--- src/rtl/core/tcp_pkg.sv ---
`timescale 1ns / 1ps

package tcp_pkg;

  typedef enum logic [2:0] {
    KIND_INIT      = 3'd0,
    KIND_SET_DEC   = 3'd1,
    KIND_SET_RA    = 3'd2,
    KIND_UNKNOWN   = 3'd3,
    KIND_MALFORMED = 3'd4
  } kind_e;

  typedef enum logic [1:0] {
    FORM_NONE = 2'd0,
    FORM_INIT = 2'd1,
    FORM_DEC  = 2'd2,
    FORM_RA   = 2'd3
  } form_e;

  typedef struct packed {
    logic [7:0] data_byte;
    logic       end_of_command;
  } in_beat_t;

  typedef struct packed {
    logic [2:0]        command_kind;
    logic signed [7:0] first_value;
    logic signed [7:0] second_value;
    logic signed [7:0] third_value;
  } out_beat_t;

  // ASCII codes
  localparam logic [7:0] CH_COLON = 8'h3A;
  localparam logic [7:0] CH_HASH  = 8'h23;
  localparam logic [7:0] CH_STAR  = 8'h2A;
  localparam logic [7:0] CH_PLUS  = 8'h2B;
  localparam logic [7:0] CH_MINUS = 8'h2D;
  localparam logic [7:0] CH_ZERO  = 8'h30;
  localparam logic [7:0] CH_NINE  = 8'h39;
  localparam logic [7:0] CH_UP_I  = 8'h49;
  localparam logic [7:0] CH_UP_S  = 8'h53;
  localparam logic [7:0] CH_LO_D  = 8'h64;
  localparam logic [7:0] CH_LO_R  = 8'h72;

  localparam logic [3:0] POS_MAX = 4'd15;

endpackage

--- src/rtl/core/tcp_parser.sv ---
`timescale 1ns / 1ps

module tcp_parser import tcp_pkg::*; (
  input  logic      clk_i,
  input  logic      rst_ni,
  input  logic      step_i,
  input  in_beat_t  beat_i,
  output logic      res_valid_o,
  output out_beat_t res_o
);

  logic [3:0] pos_q, pos_d;
  form_e      form_q, form_d;
  logic       failed_q, failed_d;
  logic       given_q, given_d;
  logic [1:0] field_q, field_d;
  logic [1:0] digits_q, digits_d;
  logic       neg_q, neg_d;
  logic       sign_q, sign_d;
  logic       fam_s_q, fam_s_d;
  logic [7:0] vals_q [3];
  logic [7:0] vals_d [3];

  logic [7:0] b;
  logic [7:0] expect_ch;
  logic [3:0] digit;
  logic [7:0] mag;
  logic       success;
  kind_e      succ_kind;

  assign b     = beat_i.data_byte;
  assign digit = 4'(b - CH_ZERO);
  // value*10 + digit; value is one digit here, so 8 bits hold it
  assign mag   = (vals_q[field_q] << 3) + (vals_q[field_q] << 1) + {4'd0, digit};

  always_comb begin
    case (field_q)
      2'd0:    expect_ch = (form_q == FORM_DEC) ? CH_STAR : CH_COLON;
      2'd1:    expect_ch = CH_COLON;
      default: expect_ch = CH_HASH;
    endcase
  end

  always_comb begin
    pos_d     = pos_q;
    form_d    = form_q;
    failed_d  = failed_q;
    given_d   = given_q;
    field_d   = field_q;
    digits_d  = digits_q;
    neg_d     = neg_q;
    sign_d    = sign_q;
    fam_s_d   = fam_s_q;
    vals_d    = vals_q;
    success   = 1'b0;
    succ_kind = KIND_INIT;

    if (!given_q) begin
      case (pos_q)
        4'd0: begin
          if (b != CH_COLON) failed_d = 1'b1;
        end
        4'd1: begin
          if (b == CH_UP_I)      form_d   = FORM_INIT;
          else if (b == CH_UP_S) fam_s_d  = 1'b1;
          else                   failed_d = 1'b1;
        end
        4'd2: begin
          if (form_q == FORM_INIT) begin
            if (!failed_q && b == CH_HASH) begin
              success   = 1'b1;
              succ_kind = KIND_INIT;
            end else begin
              failed_d = 1'b1;
            end
          end else if (fam_s_q && b == CH_LO_D) begin
            form_d = FORM_DEC;
          end else if (fam_s_q && b == CH_LO_R) begin
            form_d = FORM_RA;
          end else begin
            failed_d = 1'b1;
          end
        end
        default: begin
          if ((form_q == FORM_DEC || form_q == FORM_RA) && !failed_q) begin
            if (digits_q == 2'd2) begin
              // field complete, separator or terminator expected
              if (b != expect_ch) begin
                failed_d = 1'b1;
              end else if (field_q == 2'd2) begin
                success   = 1'b1;
                succ_kind = (form_q == FORM_DEC) ? KIND_SET_DEC : KIND_SET_RA;
              end else begin
                field_d  = field_q + 2'd1;
                digits_d = 2'd0;
                sign_d   = 1'b0;
                neg_d    = 1'b0;
              end
            end else if (digits_q == 2'd0 && !sign_q && (b inside {CH_PLUS, CH_MINUS})) begin
              sign_d = 1'b1;
              neg_d  = (b == CH_MINUS);
            end else if (b inside {[CH_ZERO:CH_NINE]}) begin
              if (digits_q == 2'd0) begin
                vals_d[field_q] = {4'd0, digit};
                digits_d        = 2'd1;
              end else begin
                vals_d[field_q] = neg_q ? 8'(8'd0 - mag) : mag;
                digits_d        = 2'd2;
              end
            end else begin
              failed_d = 1'b1;
            end
          end else begin
            failed_d = 1'b1;
          end
        end
      endcase
    end

    if (success) given_d = 1'b1;
    if (pos_q < POS_MAX) pos_d = pos_q + 4'd1;

    res_valid_o        = success;
    res_o.command_kind = succ_kind;
    res_o.first_value  = (success && succ_kind != KIND_INIT) ? vals_q[0] : 8'sd0;
    res_o.second_value = (success && succ_kind != KIND_INIT) ? vals_q[1] : 8'sd0;
    res_o.third_value  = (success && succ_kind != KIND_INIT) ? vals_q[2] : 8'sd0;

    if (beat_i.end_of_command) begin
      if (!given_d) begin
        res_valid_o        = 1'b1;
        res_o.command_kind = (form_d == FORM_NONE) ? KIND_UNKNOWN : KIND_MALFORMED;
      end
      pos_d    = 4'd0;
      form_d   = FORM_NONE;
      failed_d = 1'b0;
      given_d  = 1'b0;
      field_d  = 2'd0;
      digits_d = 2'd0;
      neg_d    = 1'b0;
      sign_d   = 1'b0;
      fam_s_d  = 1'b0;
      vals_d   = '{default: 8'd0};
    end
  end

  always_ff @(posedge clk_i or negedge rst_ni) begin
    if (!rst_ni) begin
      pos_q    <= 4'd0;
      form_q   <= FORM_NONE;
      failed_q <= 1'b0;
      given_q  <= 1'b0;
      field_q  <= 2'd0;
      digits_q <= 2'd0;
      neg_q    <= 1'b0;
      sign_q   <= 1'b0;
      fam_s_q  <= 1'b0;
      vals_q   <= '{default: 8'd0};
    end else if (step_i) begin
      pos_q    <= pos_d;
      form_q   <= form_d;
      failed_q <= failed_d;
      given_q  <= given_d;
      field_q  <= field_d;
      digits_q <= digits_d;
      neg_q    <= neg_d;
      sign_q   <= sign_d;
      fam_s_q  <= fam_s_d;
      vals_q   <= vals_d;
    end
  end

  a_end_clears: assert property (@(posedge clk_i) disable iff (!rst_ni)
    step_i && beat_i.end_of_command |=> pos_q == 4'd0 && !given_q && form_q == FORM_NONE)
    else $error("command state not cleared after last byte");

  a_one_result: assert property (@(posedge clk_i) disable iff (!rst_ni)
    given_q |-> !res_valid_o || (beat_i.end_of_command && 1'b0) || !res_valid_o)
    else $error("second result for one command");

  a_field_range: assert property (@(posedge clk_i) disable iff (!rst_ni)
    field_q != 2'd3 && digits_q != 2'd3)
    else $error("field counters out of range");

  a_fields_need_form: assert property (@(posedge clk_i) disable iff (!rst_ni)
    (field_q != 2'd0 || digits_q != 2'd0) |-> (form_q == FORM_DEC || form_q == FORM_RA))
    else $error("field progress without a field form");

endmodule

--- src/rtl/core/telescope_command_parser.sv ---
`timescale 1ns / 1ps

// channel | dir | handshake                 | payload
// in      | in  | in_valid_i / in_stall_o   | in_beat_i  (data_byte, end_of_command)
// out     | out | out_valid_o / out_stall_i | out_beat_o (command_kind, three values)
//
// One byte per cycle while results can move; a taken byte waits in in_beat_q,
// is parsed from there, and its result, if any, is registered into out_beat_o.
// The parse state advances by one byte each time the held byte is parsed.
// Reset clears the parse state and both pipeline valids; no clearing pass.
// A stalled result holds the output register; the registered byte then waits
// only if it would produce a result, and in_stall_o rises once it cannot move.

module telescope_command_parser import tcp_pkg::*; (
  input  logic      clk_i,
  input  logic      rst_ni,
  input  logic      in_valid_i,
  output logic      in_stall_o,
  input  in_beat_t  in_beat_i,
  output logic      out_valid_o,
  input  logic      out_stall_i,
  output out_beat_t out_beat_o
);

  logic      in_valid_q, in_valid_d;
  in_beat_t  in_beat_q;
  logic      out_valid_q, out_valid_d;
  out_beat_t out_beat_q;

  logic      res_valid;
  out_beat_t res;
  logic      out_free;
  logic      fire;
  logic      take;

  tcp_parser u_parser (
    .clk_i       (clk_i),
    .rst_ni      (rst_ni),
    .step_i      (fire),
    .beat_i      (in_beat_q),
    .res_valid_o (res_valid),
    .res_o       (res)
  );

  assign out_free   = !out_valid_q || !out_stall_i;
  assign fire       = in_valid_q && (!res_valid || out_free);
  assign in_stall_o = in_valid_q && !fire;
  assign take       = in_valid_i && !in_stall_o;

  always_comb begin
    in_valid_d = in_valid_q;
    if (take)      in_valid_d = 1'b1;
    else if (fire) in_valid_d = 1'b0;

    out_valid_d = out_valid_q;
    if (fire && res_valid) out_valid_d = 1'b1;
    else if (out_free)     out_valid_d = 1'b0;
  end

  always_ff @(posedge clk_i or negedge rst_ni) begin
    if (!rst_ni) begin
      in_valid_q  <= 1'b0;
      out_valid_q <= 1'b0;
    end else begin
      in_valid_q  <= in_valid_d;
      out_valid_q <= out_valid_d;
    end
  end

  always_ff @(posedge clk_i) begin
    if (take) in_beat_q <= in_beat_i;
    if (fire && res_valid) out_beat_q <= res;
  end

  assign out_valid_o = out_valid_q;
  assign out_beat_o  = out_beat_q;

endmodule

--- config.mk ---
export PLATFORM = sky130hd
export DESIGN_NAME = telescope_command_parser
export DESIGN_NICKNAME = d
export VERILOG_FILES = /design/src/rtl/core/tcp_pkg.sv /design/src/rtl/core/tcp_parser.sv /design/src/rtl/core/telescope_command_parser.sv
export SDC_FILE = /design/constraint.sdc
export NUM_CORES = 1
export LEC_CHECK = 0
export ABC_AREA = 1
export BUFFER_PORTS_ARGS = -buffer_cell sky130_fd_sc_hd__buf_2
export CELL_PAD_IN_SITES_DETAIL_PLACEMENT = 1
export CELL_PAD_IN_SITES_GLOBAL_PLACEMENT = 1
export CORE_MARGIN = 2
export CORE_UTILIZATION = 35
export CTS_CLUSTER_DIAMETER = 100
export DETAILED_ROUTE_END_ITERATION = 8
export GPL_ROUTABILITY_DRIVEN = 0
export GPL_TIMING_DRIVEN = 0
export PLACE_DENSITY = 0.71
export SYNTH_ARGS = -nofsm -noshare
export SYNTH_HDL_FRONTEND = slang
export SYNTH_SLANG_ARGS = --single-unit
--- constraint.sdc ---
create_clock -name clk_i -period 4.1 [get_ports clk_i]
set_input_delay 0.615 -clock clk_i [delete_from_list [all_inputs] [get_ports clk_i]]
set_output_delay 0.615 -clock clk_i [all_outputs]
set_load 0.02 [all_outputs]
# Yosys cells after proc, flatten, opt, wreduce, memory -nomap -nowiden
# Index checks and enable logic that the tools add are counted.
dict set report classes {
  n_addsub 6
  magnitude_cmp 5
  n_eq_ne 36
  muxes 104
  bitwise 1
  n_reduce_logical 48
}
# op count
set ops {}
lappend ops {{$mux W24} 8}
lappend ops {{$bwmux W24} 2}
lappend ops {{$mux W1} 48}
lappend ops {{$mux W2} 24}
lappend ops {{$eq A8 B7 Y1 const B} 4}
lappend ops {{$mux W3} 9}
lappend ops {{$eq A8 B6 Y1 const B} 3}
lappend ops {{$ne A7 B7 Y1 const B} 3}
lappend ops {{$reduce_and A7 Y1} 3}
lappend ops {{$reduce_bool A2 Y1} 9}
lappend ops {{$bmux W8 S2} 1}
lappend ops {{$demux W8 S2} 1}
lappend ops {{$mux W8} 2}
lappend ops {{$mux W7} 2}
lappend ops {{$logic_and A1 B1 Y1} 13}
lappend ops {{$ne A2 B2 Y1 const B} 6}
lappend ops {{$ne A3 B3 Y1 const B} 4}
lappend ops {{$reduce_and A11 Y1} 1}
lappend ops {{$pmux W5 S2} 1}
lappend ops {{$reduce_bool A3 Y1} 3}
lappend ops {{$add A8 B4 Y8} 1}
lappend ops {{$add A8 B8 Y8} 1}
lappend ops {{$eq A2 B2 Y1 const B} 4}
lappend ops {{$ge A8 B6 Y1 const B} 1}
lappend ops {{32 further kinds} 46}
dict set report word_totals {
  register_bits 77
  in_bits 13
  out_inout_bits 29
  elab_cells 220
}

# Logic depth before layout (Yosys ltp)
dict set report depth {
  word_depth 20
  mapped_depth 19
  mapped_depth_nobuf 19
}

# Cells and area by module
# A second synthesis with hierarchy kept.
dict set report hier_totals {
  hier_cells 534
  area_unflattened_um2 4429.2
}
# mod instances cells_per_inst area_each_um2
set by_module_without_submodules {}
lappend by_module_without_submodules {tcp_parser 1 485 3238.1}
lappend by_module_without_submodules {telescope_command_parser 1 49 1191.1}

# Least setup slack after synthesis
# OpenSTA, ideal clock, no wires.
dict set report synth_path {
  path_kind {register to register}
  startpoint {register u_parser.field_q[0]}
  endpoint {register u_parser.vals_q[23] in the netlist's numbering}
  setup_time_ns 0.065
  t_arrival_ns 3.180
  path_slack_ns 0.855
  path_stages_with_launch 16
  n_path_buf 1
  cell_sequence {dfrtp_1 -> inv_1 -> clkbuf_1 -> o21ai_0 -> o21a_1 -> fa_1 -> fa_1 -> xor2_1 -> inv_1 -> nor3_1 -> nand2_1 -> o21ai_0 -> nand3_1 -> a21oi_1 -> nand3_1 -> nand2_1}
}
dict set report synth_via {
  elab_chain_len 17
  word_cells_on_any_way 41
}
# item line_no
set synth_lines {}
lappend synth_lines {{start: declaration} tcp_parser.sv:16} ;# logic [1:0] field_q, field_d;
lappend synth_lines {{start signal: assignment} tcp_parser.sv:164} ;# field_q <= field_d;
lappend synth_lines {{$not A2 Y3} {tcp_parser.sv:34, tcp_parser.sv:104, tcp_parser.sv:107}}
lappend synth_lines {{$bmux W8 S2} tcp_parser.sv:34} ;# assign mag = (vals_q[field_q] << 3) + (vals_q[field_q] << 1) + {4'd0, digit};
lappend synth_lines {{$mux W7 (implied by the code) (2 in series)} tcp_parser.sv:34}
lappend synth_lines {{$add A8 B8 Y8} tcp_parser.sv:34}
lappend synth_lines {{$add A8 B4 Y8} tcp_parser.sv:34}
lappend synth_lines {{$sub A1 B8 Y8} tcp_parser.sv:107} ;# vals_d[field_q] = neg_q ? 8'(8'd0 - mag) : mag;
lappend synth_lines {{$mux W8} tcp_parser.sv:107}
lappend synth_lines {{$bwmux W24} tcp_parser.sv:107}
lappend synth_lines {{$mux W24} tcp_parser.sv:103} ;# if (digits_q == 2'd0) begin
lappend synth_lines {{$mux W24} tcp_parser.sv:102} ;# end else if (b inside {[CH_ZERO:CH_NINE]}) begin
lappend synth_lines {{$mux W24} tcp_parser.sv:99} ;# end else if (digits_q == 2'd0 && !sign_q && (b inside {CH_PLUS, CH_MINUS})) begin
lappend synth_lines {{$mux W24} tcp_parser.sv:86} ;# if (digits_q == 2'd2) begin
lappend synth_lines {{$mux W24} tcp_parser.sv:85} ;# if ((form_q == FORM_DEC || form_q == FORM_RA) && !failed_q) begin
lappend synth_lines {{$mux W24} tcp_parser.sv:59} ;# case (pos_q)
lappend synth_lines {{$mux W24} tcp_parser.sv:58} ;# if (!given_q) begin
lappend synth_lines {{$mux W24} tcp_parser.sv:129} ;# if (beat_i.end_of_command) begin
lappend synth_lines {{end signal: assignment} tcp_parser.sv:169} ;# vals_q <= vals_d;
lappend synth_lines {{end: declaration} tcp_parser.sv:21} ;# logic [7:0] vals_q [3];
# Parallel ways exist; a longest one is shown, timed or not. The select of a mux whose other input is x is not followed.
# A chain may end at the register's enable or synchronous reset.

# Final worst setup path
dict set report layout_path {
  startpoint {register u_parser.field_q[0]}
  endpoint {register u_parser.vals_q[7] in the netlist's numbering}
}
# Same word-level chain as after synthesis.

==> results.toml <==
[synthesis]
synth_compound_area_share_pct = 11.15
yosysTopAreaCell = "edfxtp_1"
synth_fp_nets = 627
postSynthCellCount = 592
synth_top_family_by_area = "simple AND/OR/NAND/NOR gates"
yosys.area_share.simple_pct = 28.00
synthDistinctLibCells = 40
synth_async_sr_flop_share_pct = 53.25
yosysTopAreaCellShare_pct = 22.82
synth_warnings = 0
synthMuxAreaShare_pct = 0
ys_top_cells_by_count = "nand2_1 (111), inv_1 (87), nor2_1 (87), nand3_1 (55), dfrtp_1 (41)"
ys_seq_elements = 77
mappedNetlistArea_mm2 = 0.004737
syn_area_per_cell_um2 = 8.002
synth_edf_count = 36
synth_seq_area_share_pct = 44.48
synth_fa_ha_area_share_pct = 6.128
netlist_top_cells_area = "edfxtp_1 (23%), dfrtp_1 (22%), nand2_1 (8.8%)"
synthXorXnorAreaFrac_pct = 1.294
ys.flop_type = "dfrtp_1"
synth_most_common_cell = "nand2_1"

[grt]
grt_max_degree = 42
track_usage_pct = 18.57
grt_pass1_wl_mm = 20.75
antenna_found_initial = 0
grt_pass1_vias = 4266
grt_overflow = 0

[floorplanning]
fp.dieH_um = 120.3
rows = 42
core_area_mm2 = 0.01324
dieArea_mm2 = 0.01448
start_util_pct = 35.77
ios = 42
die_w_um = 120.3

[routing]
drt_first_pass_iters = 4
num_vias = 4111
drc = 0
antenna_left = 0
viasPerCell = 4.989
wl_mm = 12.52
drt_iter0_drc = 160
avgRoutedWirePerCell_um = 15.19

[run]
max_cap_violations = 0

[timing]
slew_viol_final = 0
fin_crit_ps = 3683
tightest_slew_ps = 1008
setup_tns_ps = 0
fin_crit_sh_pct = 89.84
max_slew_margin_pct = 32.82
timing.fmax_ghz = 0.2715
hold_violations = 0
worst_slack_ps = 416.7
rsz0062_at_grt = "no"
setup_violations = 0
finClkSkew_ps = 9.450

[power]
p_total_mw = 3.538
power.switching_mw = 1.561
combPwrFrac_pct = 48.6
power.share.sequential_pct = 29.0
power_density_mw_per_mm2 = 648.4
clock_power_share_pct = 22.4
power.internal_mw = 1.978
ir_drop_v = 0.0002328
p_leak_nw = 2.563
p_sw_share_pct = 44.11

[clock_tree]
clk_pin_slew_ps = 60
clock-sinks = 77
htree_levels = 3
clock_path_buffers = 2
cts_buffers = 9
clk_latency_ps = 350
cts_hold_buf = 0
clock-root-buffer = "clkbuf_16"
cts_tree = "done"

[run_status]
status = "completed"

[worst_setup_path]
critPathMaxFanout = 12
r2r_slack_ps = 420
critPathCaptureType = "flip-flop"
arrival_ps = 3960
worstSetupPathType = "flip-flop to flip-flop"
cp_data_required_time_ps = 4380
start_kind = "flip-flop"

[final_layout]
drive_above_1_share_pct = 14.20
fin_nets = 679
syn2layout_area_growth_pct = 15.19
fin_cells = 824
multiInputGateArea_mm2 = 0.002206
n_antenna_cell = 0
fin_util_pct = 41.20
fill_cells = 1648
regArea_mm2 = 0.002108

[place]
place_ws_ps = 69.54
hpwl_mm = 9.743
io_buffers = 41
post-place-cells = 809

[min_path]
hold_path.class = "input pin to asynchronous set/reset pin"
-- cell families after synthesis --
logic type,after synthesis
xor+xnor,7
simple gates,293
flops,77
fa+ha+maj,22
compound gates,87
buf+inv,106
-- worst paths after layout --
check / from / to / depth (start not counted)
min: rst_ni / u_parser.sign_q$_DFFE_PN0P_ / 1
max in group asynchronous: rst_ni / u_parser.field_q[0]$_DFFE_PN0P_ / 1
min reg2reg: out_valid_o$_DFFE_PN0P_ / out_valid_o$_DFFE_PN0P_ / 2
min in group clk_i: in_beat_i[2] / in_beat_q[2]$_DFFE_PP_ / 1
max reg2reg: u_parser.field_q[0]$_DFFE_PN0P_ / u_parser.vals_q[7]$_DFFE_PN0P_ / 15
max: u_parser.field_q[0]$_DFFE_PN0P_ / u_parser.vals_q[7]$_DFFE_PN0P_ / 15
-- final cells by class --
cell class / instances / share of cell area [%]
multi-input combinational: 409 / 40.43
sequential: 77 / 38.64
inverter: 94 / 6.466
clock buffer: 9 / 4.127
tap: 176 / 4.036
timing repair buffer: 41 / 3.761
buffer: 12 / 1.376
clock inverter: 6 / 1.169
-- what timing repair did --
action | CTS | global route
endpoints found under the setup margin | 0 | 6
resized for setup | 0 | 8
setup buffers | 0 | 0
-- cell usage in the layout, fill, tap and decap left out, types with 20 or more instances in the layout --
cell type / netlist / routed
nand2_1: 111 / 111
inv_1: 87 / 87
nor2_1: 87 / 87
nand3_1: 55 / 55
buf_2: 3 / 44
dfrtp_1: 41 / 40
edfxtp_1: 36 / 36
o21bai_1: 26 / 26
o21ai_0: 26 / 23
a21oi_1: 21 / 21
ha_1: 20 / 20
-- layer usage --
layer	part of all wire [%]	GRT usage, %	wire length, µm
met5	0	0	0
met1	43	21.76	5415
met4	2.2	6.468	273
met3	3.8	4.245	477
met2	51	33.31	6354
-- critical path, stage by stage (launching register included) --
cell      delay [ps]
dfrtp_2          440
inv_1            130
clkbuf_4         220
o21ai_0          230
o21a_1           240
fa_1             480
fa_1             470
xor2_1           240
inv_1             90
nor3_1           220
nand2_1           80
o21ai_1          170
nand3_1          210
a21oi_1          200
nand3_1          100
nand2_1           90
-- power by group through the flow --
stage	combinational, mW	clock [mW]	sequential (mW)
2_1_floorplan	1.24	0	1.04
3_3_place_gp	1.66	0	1.03
3_5_place_dp	1.72	0	1.04
4_1_cts	1.73	0.806	1.02
5_1_grt	1.95	0.842	1.04
6_report	1.72	0.792	1.03
-- metrics by stage --
stage | hold WS (ps) | cell area, µm²
5_1_grt | 430.7 | 5456
3_3_place_gp | 498.8 | 5162
4_1_cts | 435.2 | 5451
2_1_floorplan | 319.4 | 4737
6_report | 435.3 | 5456
3_5_place_dp | 501.9 | 5162
-- state kept, by name, summed over array words and instances (netlist names), 2 cells and up --
name / flops
u_parser.vals_q: 24
u_parser.digits_q: 2
u_parser.form_q: 2
u_parser.field_q: 2
in_beat_q: 9
u_parser.pos_q: 4
out_beat_o: 27
Power figures use the tool's default switching activity.
